[src/sexp_tok_pkg.sv]
package sexp_tok_pkg;

  localparam int unsigned POS_W = 32;
  localparam int unsigned LEN_W = 16;

  localparam logic [LEN_W-1:0] MAX_LEN_RESET = 16'd256;

  localparam logic [7:0] CH_QUOTE = 8'h22;
  localparam logic [7:0] CH_OPEN  = 8'h28;
  localparam logic [7:0] CH_CLOSE = 8'h29;

  typedef enum logic [2:0] {
    TT_OPEN    = 3'd0,
    TT_CLOSE   = 3'd1,
    TT_STRING  = 3'd2,
    TT_NUMBER  = 3'd3,
    TT_IDENT   = 3'd4,
    TT_END     = 3'd5,
    TT_TOOLONG = 3'd6,
    TT_UNTERM  = 3'd7
  } tok_type_t;

  typedef enum logic [3:0] {
    MODE_IDLE   = 4'b0001,
    MODE_STRING = 4'b0010,
    MODE_NUMBER = 4'b0100,
    MODE_IDENT  = 4'b1000
  } lex_mode_t;

  typedef struct packed {
    tok_type_t        token_type;
    logic [POS_W-1:0] token_start;
    logic [LEN_W-1:0] token_length;
    logic             last;
  } result_t;

  // Up to two results per source word, always packed from slot 0.
  typedef struct packed {
    logic [1:0] count;
    result_t    res0;
    result_t    res1;
  } push_t;

  function automatic logic is_space(input logic [7:0] b);
    return (b == 8'h20) || ((b >= 8'h09) && (b <= 8'h0D));
  endfunction

  function automatic logic is_digit(input logic [7:0] b);
    return (b >= 8'h30) && (b <= 8'h39);
  endfunction

  function automatic logic continues_ident(input logic [7:0] b);
    return (b >= 8'h21) && (b <= 8'h7E) && (b != CH_OPEN) && (b != CH_CLOSE);
  endfunction

endpackage

[src/s_expression_tokenizer_core.sv]
// A token descriptor is registered in the result queue and presented from its head.
// Throughput: one source word per cycle while in_stall is low; a word that yields two descriptors
// drains them in turn from a four-entry result queue that stalls input at three entries.
// Reset (rst, synchronous, active high): lexer idle, positions and lengths zero, halt
// cleared, queue empty, max_token_len back to 256.
module s_expression_tokenizer_core import sexp_tok_pkg::*; (
  input  logic        clk,
  input  logic        rst,
  // source words
  input  logic        in_valid,
  output logic        in_stall,
  input  logic [7:0]  data_byte,
  input  logic        end_of_input,
  // token descriptors
  output logic        out_valid,
  input  logic        out_stall,
  output logic [2:0]  token_type,
  output logic [31:0] token_start,
  output logic [15:0] token_length,
  output logic        last,
  // max_token_len register
  input  logic        cfg_write,
  input  logic [15:0] cfg_data
);

  logic    accept;
  push_t   push;
  result_t head;
  logic    almost_full;

  // Take a word whenever the queue has room for the two results it can cause.
  assign in_stall = almost_full;
  assign accept   = in_valid && !in_stall;

  // Classify the byte, advance lexer state and build up to two descriptors.
  sexp_tok_lexer u_lexer (
    .clk          (clk),
    .rst          (rst),
    .accept       (accept),
    .data_byte    (data_byte),
    .end_of_input (end_of_input),
    .cfg_write    (cfg_write),
    .cfg_data     (cfg_data),
    .push         (push)
  );

  // Register descriptors and drain them one per cycle while out_stall is low.
  sexp_tok_queue u_queue (
    .clk         (clk),
    .rst         (rst),
    .push        (push),
    .out_stall   (out_stall),
    .out_valid   (out_valid),
    .head        (head),
    .almost_full (almost_full)
  );

  assign token_type   = head.token_type;
  assign token_start  = head.token_start;
  assign token_length = head.token_length;
  assign last         = head.last;

endmodule

[src/sexp_tok_lexer.sv]
module sexp_tok_lexer import sexp_tok_pkg::*; (
  input  logic             clk,
  input  logic             rst,
  input  logic             accept,
  input  logic [7:0]       data_byte,
  input  logic             end_of_input,
  input  logic             cfg_write,
  input  logic [LEN_W-1:0] cfg_data,
  output push_t            push
);

  lex_mode_t        mode, mode_next;
  logic [POS_W-1:0] open_start, open_start_next;
  logic [LEN_W-1:0] open_len, open_len_next;
  logic [POS_W-1:0] pos, pos_next;
  logic             halted, halted_next;
  logic [LEN_W-1:0] max_len;

  result_t          res [2];
  logic [1:0]       n;
  logic             do_start;
  logic             too_long;

  assign too_long = ({1'b0, open_len} + {{LEN_W{1'b0}}, 1'b1}) > {1'b0, max_len};

  always_comb begin
    mode_next       = mode;
    open_start_next = open_start;
    open_len_next   = open_len;
    pos_next        = pos + {{(POS_W-1){1'b0}}, 1'b1};
    halted_next     = halted;
    res[0]          = '0;
    res[1]          = '0;
    n               = 2'd0;
    do_start        = 1'b0;

    if (end_of_input) begin
      if (!halted && (mode != MODE_IDLE)) begin
        res[0].token_type   = (mode == MODE_NUMBER) ? TT_NUMBER :
                              (mode == MODE_IDENT)  ? TT_IDENT  : TT_UNTERM;
        res[0].token_start  = open_start;
        res[0].token_length = open_len;
        n = 2'd1;
      end
      res[n[0]].token_type   = TT_END;
      res[n[0]].token_start  = pos;
      res[n[0]].token_length = '0;
      n = n + 2'd1;
      mode_next       = MODE_IDLE;
      open_start_next = '0;
      open_len_next   = '0;
      pos_next        = '0;
      halted_next     = 1'b0;
    end else if (!halted) begin
      unique case (mode)
        MODE_STRING: begin
          if (data_byte == CH_QUOTE) begin
            res[0].token_type   = TT_STRING;
            res[0].token_start  = open_start;
            res[0].token_length = open_len;
            n = 2'd1;
            mode_next = MODE_IDLE;
          end else if (too_long) begin
            res[0].token_type   = TT_TOOLONG;
            res[0].token_start  = open_start;
            res[0].token_length = open_len;
            n = 2'd1;
            mode_next   = MODE_IDLE;
            halted_next = 1'b1;
          end else begin
            open_len_next = open_len + {{(LEN_W-1){1'b0}}, 1'b1};
          end
        end
        MODE_NUMBER, MODE_IDENT: begin
          if ((mode == MODE_NUMBER) ? is_digit(data_byte) : continues_ident(data_byte)) begin
            if (too_long) begin
              res[0].token_type   = TT_TOOLONG;
              res[0].token_start  = open_start;
              res[0].token_length = open_len;
              n = 2'd1;
              mode_next   = MODE_IDLE;
              halted_next = 1'b1;
            end else begin
              open_len_next = open_len + {{(LEN_W-1){1'b0}}, 1'b1};
            end
          end else begin
            // Close the token; unless it is whitespace, this byte then opens the next one.
            res[0].token_type   = (mode == MODE_NUMBER) ? TT_NUMBER : TT_IDENT;
            res[0].token_start  = open_start;
            res[0].token_length = open_len;
            n = 2'd1;
            mode_next = MODE_IDLE;
            do_start  = 1'b1;
          end
        end
        MODE_IDLE: do_start = 1'b1;
        default:   do_start = 1'b1;
      endcase

      if (do_start && !is_space(data_byte)) begin
        if (data_byte == CH_QUOTE) begin
          mode_next       = MODE_STRING;
          open_start_next = pos + {{(POS_W-1){1'b0}}, 1'b1};
          open_len_next   = '0;
        end else if (max_len == '0) begin
          res[n[0]].token_type   = TT_TOOLONG;
          res[n[0]].token_start  = pos;
          res[n[0]].token_length = '0;
          n = n + 2'd1;
          mode_next   = MODE_IDLE;
          halted_next = 1'b1;
        end else if ((data_byte == CH_OPEN) || (data_byte == CH_CLOSE)) begin
          res[n[0]].token_type   = (data_byte == CH_OPEN) ? TT_OPEN : TT_CLOSE;
          res[n[0]].token_start  = pos;
          res[n[0]].token_length = {{(LEN_W-1){1'b0}}, 1'b1};
          n = n + 2'd1;
        end else begin
          mode_next       = is_digit(data_byte) ? MODE_NUMBER : MODE_IDENT;
          open_start_next = pos;
          open_len_next   = {{(LEN_W-1){1'b0}}, 1'b1};
        end
      end
    end

    // Mark the final result of this word.
    if (n == 2'd1) begin
      res[0].last = 1'b1;
    end else if (n == 2'd2) begin
      res[1].last = 1'b1;
    end
  end

  assign push.count = accept ? n : 2'd0;
  assign push.res0  = res[0];
  assign push.res1  = res[1];

  always_ff @(posedge clk) begin
    if (rst) begin
      mode       <= MODE_IDLE;
      open_start <= '0;
      open_len   <= '0;
      pos        <= '0;
      halted     <= 1'b0;
      max_len    <= MAX_LEN_RESET;
    end else begin
      if (accept) begin
        mode       <= mode_next;
        open_start <= open_start_next;
        open_len   <= open_len_next;
        pos        <= pos_next;
        halted     <= halted_next;
      end
      if (cfg_write) begin
        max_len <= cfg_data;
      end
    end
  end

endmodule

[src/sexp_tok_queue.sv]
module sexp_tok_queue import sexp_tok_pkg::*; (
  input  logic    clk,
  input  logic    rst,
  input  push_t   push,
  input  logic    out_stall,
  output logic    out_valid,
  output result_t head,
  output logic    almost_full
);

  result_t    mem [4];
  logic [1:0] wr_ptr;
  logic [1:0] rd_ptr;
  logic [2:0] count;
  logic       pop;

  assign out_valid   = (count != 3'd0);
  assign pop         = out_valid && !out_stall;
  assign head        = mem[rd_ptr];
  // Hold off new words unless two free slots remain.
  assign almost_full = (count > 3'd2);

  always_ff @(posedge clk) begin
    if (push.count != 2'd0) begin
      mem[wr_ptr] <= push.res0;
    end
    if (push.count == 2'd2) begin
      mem[wr_ptr + 2'd1] <= push.res1;
    end
  end

  always_ff @(posedge clk) begin
    if (rst) begin
      wr_ptr <= '0;
      rd_ptr <= '0;
      count  <= '0;
    end else begin
      wr_ptr <= wr_ptr + push.count;
      rd_ptr <= rd_ptr + {1'b0, pop};
      count  <= count + {1'b0, push.count} - {2'b00, pop};
    end
  end

endmodule
[config.mk]
export PLATFORM = sky130hd
export DESIGN_NAME = s_expression_tokenizer_core
export DESIGN_NICKNAME = d
export VERILOG_FILES = /design/src/sexp_tok_pkg.sv /design/src/s_expression_tokenizer_core.sv /design/src/sexp_tok_lexer.sv /design/src/sexp_tok_queue.sv
export SDC_FILE = /design/constraint.sdc
export NUM_CORES = 1
export LEC_CHECK = 0
export BUFFER_PORTS_ARGS = -buffer_cell sky130_fd_sc_hd__buf_4
export CAP_MARGIN = 5
export CORE_MARGIN = 5
export CORE_UTILIZATION = 27
export DETAILED_ROUTE_END_ITERATION = 7
export REMOVE_ABC_BUFFERS = 1
export SLEW_MARGIN = 15
export SYNTH_ARGS = -nofsm -noshare
export SYNTH_HDL_FRONTEND = slang
export SYNTH_SLANG_ARGS = --single-unit
[constraint.sdc]
create_clock -name clk -period 11.25 [get_ports clk]
set_input_delay 1.125 -clock clk [delete_from_list [all_inputs] [get_ports clk]]
set_output_delay 1.125 -clock clk [all_outputs]
set_load 0.1 [all_outputs]
# == After elaboration in Yosys (flattened, before gate mapping) ==
# Memory sizes are Yosys's and may differ from the RTL's. A register that Yosys moved wholly into a read port is not among the register bits.
# Index checks and enable logic that the tools add are counted.
# word_totals
reg_bits,108
ram_bits,208
in_bits,30
output_inout_bits,54
word_cells,178
n_memories,1
# mem_list
name,depth,width,rd,rd_ports_with_merged_regs,wr,line,source
u_queue.mem,4,52,1,1,2,sexp_tok_queue.sv:11,result_t mem [4];
# op_classes
n_addsub,10
order_cmp,12
n_eq_ne,16
n_mux,104
bitwise,2
n_reduce_logical,24
# ops
cell,n
$bwmux 104,9
$mux 104,6
$mux 51,7
$demux 52 s1,6
$mux 32,7
$mux 16,9
$mux 52,2
$pmux 51 s2,1
$mux 49,2
$mux 4,10
$mux 17,2
$add 32x1->32 const B,1
$eq 8x6->1 const B,4
$pmux 16 s2,1
$mux 2,13
$mux 1,23
$add 16x1->17 const B,1
$gt 17x16->1,1
$add 16x1->16 const B,1
$ge 8x6->1 const B,2
$logic_not 16->1,1
$ne 8x6->1 const B,2
$logic_and 1x1->1,11
$ge 8x4->1 const B,1
31 further kinds,45

# == Depth between registers and ports, before layout ==
# depth
depth_word,25
mapped_depth,27
mapped_depth_nobuf,24

# == Modules after synthesis ==
# Synthesis repeated with hierarchy kept, for this count alone.
# hier_totals
hier_cells,1592
area_unflattened_um2,18097.4
# by_module_without_submodules
module,instances,cells_per_inst,area_each_um2,seq_area_each_um2
sexp_tok_queue,1,553,10492.6,6386.1
sexp_tok_lexer,1,1038,7591.0,2021.9
s_expression_tokenizer_core,1,1,13.8,0.0

# == Worst setup path after synthesis ==
# Ideal clock, no wire load.
# synth_timing
path_type,register to register
start,register u_lexer.open_len[2]
end,memory u_queue.mem[0][0] (netlist bit) (enable)
setup_time_ns,0.539
t_arrival_ns,8.574
required_time_ns,10.711
setup_slack_ns,2.137
stages_incl_launch_ff,24
path_buffers,3
period_less_slack_ns,9.113
path_cell_list,dfxtp_1 -> clkbuf_1 -> and3_1 -> nand3_1 -> nor2_1 -> nand2_1 -> nor2_1 -> xnor2_1 -> ha_1 -> nand3_1 -> or3_1 -> or4_1 -> o211ai_1 -> a31o_2 -> and2_1 -> buf_4 -> inv_2 -> buf_2 -> ha_1 -> nand4_1 -> o22ai_4 -> and3b_1 -> nor2b_1 -> o31ai_1
# synth_lines
element,line,source
from (decl),sexp_tok_lexer.sv:14,"logic [LEN_W-1:0] open_len, open_len_next;"
from (signal assigned),sexp_tok_lexer.sv:149,open_len <= open_len_next;
to (decl),sexp_tok_queue.sv:11,

==> flow_summary.ini <==
[cts]
cts-buffers-inserted = 35
clk_pin_slew_ns = 0.06
cts_buffer_depth = 3
cts-root-buf = clkbuf_16
post_cts_buffers = 0
clock_latency_ns = 0.53
ctsResizeCount = 0
cts_tree = done
cts.sinks = 316
hold_buffers = 0
htreeDepth = 2

[power_and_ir_drop]
p_total_uw = 3740
leakagePower_uw = 0.00617
ir_drop_uv = 178
power.density_nw_per_um2 = 198

[grt]
grt_pass1_wl_um = 74200
grt_max_degree = 89
grt_pass1_vias = 12700
grt.total_usage_pct = 13.8
antenna_found_initial = 0
grt_overflow = 0

[detailed_routing]
drtPass1Iterations = 5
avgRoutedWirePerCell_um = 19.4
num_vias = 12600
drtIter0Drc = 1214
viasPerCell = 5.26
drc = 0
routed_wl_um = 46600
drtAntennaViolNets = 0

[cells_and_area]
antenna_cells = 0
post_layout_nonfiller_instances = 2399
fin_nets = 1646
area_growth_pct = 14.3
drive_above_1_share_pct = 15.9
fin_util_pct = 31.2

[critical_path]
cp.required_ns = 11.61
worstReg2RegStart = u_lexer.open_len[2]
critPathLaunchType = flop
end_kind = flop
worst_ep_arrival_time_ns = 7.62
crit_fanout = 24
crit_start = u_lexer.open_len[2]
r2r_setup_slack_ns = 3.99
setup.worst_path.class = flop to flop
worstReg2RegEnd = u_queue.mem[1][37]
r2r_cells = 22
endpoint = u_queue.mem[1][37]

[place]
gp_congestion = 0.884
place_inst = 2335
io_buffers = 83
dp_hpwl_um = 29100

[synthesis]
synth.avg_cell_area_um2 = 10.4
ys_seq_elements = 316
ys_warn_count = 0
synth_ff_type = edfxtp_1
synthDistinctLibCells = 73
synth_edf_count = 208
synthCells = 1586
mappedNetlistArea_um2 = 16500
yosysSeqAreaShare_pct = 50.9
synthArstFlopShare_pct = 0

[sta]
slew_violations = 0
slew_headroom_pct = 20.4
skew_ns = 0.0155
max_slew.worst_pin.slew_ns = 1.17
finalCritPeriodShare_pct = 64.5
fmax_mhz = 138
fin_crit_ns = 7.26
finalSetupViolCount = 0
setup-tns-final_ns = 0
rsz0062_at_grt = false
hold_viol = 0

[floorplanning]
start_util_pct = 27.3
coreArea_um2 = 60500
die_w_um = 257
pin_count = 84
die_area_um2 = 66200
num_rows = 90
die_h_um = 257

[worst_hold_path]
hp-class = flop to flop

[status]
status = completed

[flow_run]
drv_cap = 0
[routing by layer]
layer	GRT usage [%]	part of all wire (%)
met4	3.44	2.1
met5	0	0
met2	22.7	47
met3	2.09	6.4
met1	19.1	44
[critical path, cell delays in order, from the launching register on]
cell and delay (ns):
dfxtp_1 0.47, and3_1 0.25, nand3_1 0.18, nor2_1 0.39, nand2_1 0.13, nor2_1 0.16
xnor2_1 0.11, ha_1 0.32, nand3_1 0.11, or3_1 0.40, or4_1 0.53, o211ai_1 0.23
a31o_2 0.27, and2_1 0.51, inv_2 0.30, ha_1 0.36, nand4_1 0.12, o22ai_4 0.11
or4_4 0.55, nand2b_1 0.16, buf_4 0.23, mux2i_4 0.94, o2bb2ai_1 0.20
[final cells by class]
cell class / instances / area (um2)
fillers: 6081 / 41600
flip-flops and latches: 316 / 8410
multi-input cells: 1094 / 7450
clock buffers: 50 / 1000
well taps: 782 / 978
repair buffers: 110 / 826
inverters: 33 / 124
clock inverters: 14 / 86.3
[cell usage after synthesis, drive strengths merged (8+ instances only)]
cell type | instances | area share (%)
o2bb2ai | 96 | 5.1
nor2b | 8 | 0.30
buf | 41 | 1.4
xnor2 | 31 | 1.6
mux4 | 52 | 7.1
xor2 | 18 | 0.95
edfxtp | 208 | 38
nand2 | 147 | 3.3
dfxtp | 108 | 13
nand4 | 14 | 0.53
and3 | 13 | 0.49
nand3 | 31 | 0.97
a31oi | 12 | 0.55
or3 | 17 | 0.64
a21oi | 169 | 5.1
nor3 | 42 | 1.3
o21ai | 58 | 1.8
inv | 33 | 0.75
nor2 | 209 | 4.8
nor4 | 15 | 0.61
a22oi | 27 | 1.2
mux2i | 31 | 2.2
clkbuf | 102 | 2.3
ha | 25 | 1.9
[power breakdown]
part	leakage, uW	internal [uW]	switching (uW)
Sequential	0.00258	1310	36.0
Combinational	0.00305	313	994
Clock	0.000534	625	469
[state kept, by name, indices dropped and copies added, names as in the netlist]
register and flops:
u_lexer.open_start 32, u_queue.wr_ptr 2, u_lexer.halted 1, u_queue.count 3, u_queue.mem 208, u_queue.rd_ptr 2, u_lexer.pos 32, u_lexer.mode 4
u_lexer.open_len 16, u_lexer.max_len 16
[kinds of logic (layout without fill, tap and decap cells)]
logic type      count (synthesis)  in the layout  share of synthesized area [%]
simple gates                  537            537                           15.0
fa+ha+maj                      26             26                           2.01
mux                            87             87                           9.54
xor+xnor                       49             49                           2.60
buf+inv                       176            207                           4.51
flops                         316            316                           50.9
compound gates                395            395                           15.5
[placed cells by master, fill, tap and decap left out, types with 8 or more instances in the layout]
cell type	instances
inv_1	31
nand4_1	14
o2bb2ai_1	96
nand2_1	146
xnor2_1	31
ha_1	25
nor3_1	41
nand3_1	30
o21ai_0	56
edfxtp_1	208
nor4_1	14
buf_4	110
or3_1	17
mux4_2	52
a31oi_1	11
xor2_1	18
a22oi_1	27
dfxtp_1	106
a21oi_1	167
clkbuf_16	36
clkbuf_1	9
nor2_1	207
and3_1	13
mux2i_1	27
nor2b_1	8
[through the flow]
| stage | setup WS (ns) | area, um2 | hold WS (ns) |
|---|---|---|---|
| floorplan | 2.22 | 15900 | 0.426 |
| finish | 3.99 | 18900 | 0.459 |
| CTS | 4.11 | 18900 | 0.459 |
| global placement | 4.30 | 17800 | 0.449 |
| detailed placement | 4.13 | 17800 | 0.450 |
| global route | 3.55 | 18900 | 0.467 |
[worst min path at each step]
stage	startpoint	to	slack [ns]	depth (start not counted)
floorplan	u_lexer.open_start[18]	u_lexer.open_start[18]	0.43	2
CTS	u_lexer.open_start[18]	u_lexer.open_start[18]	0.46	2
global route	u_lexer.open_start[18]	u_lexer.open_start[18]	0.47	2
finish	u_lexer.open_start[18]	u_lexer.open_start[18]	0.46	2
global placement	u_lexer.open_start[18]	u_lexer.open_start[18]	0.45	2
detailed placement	u_lexer.open_start[18]	u_lexer.open_start[18]	0.45	2
(Power assumes the default switching activity.)
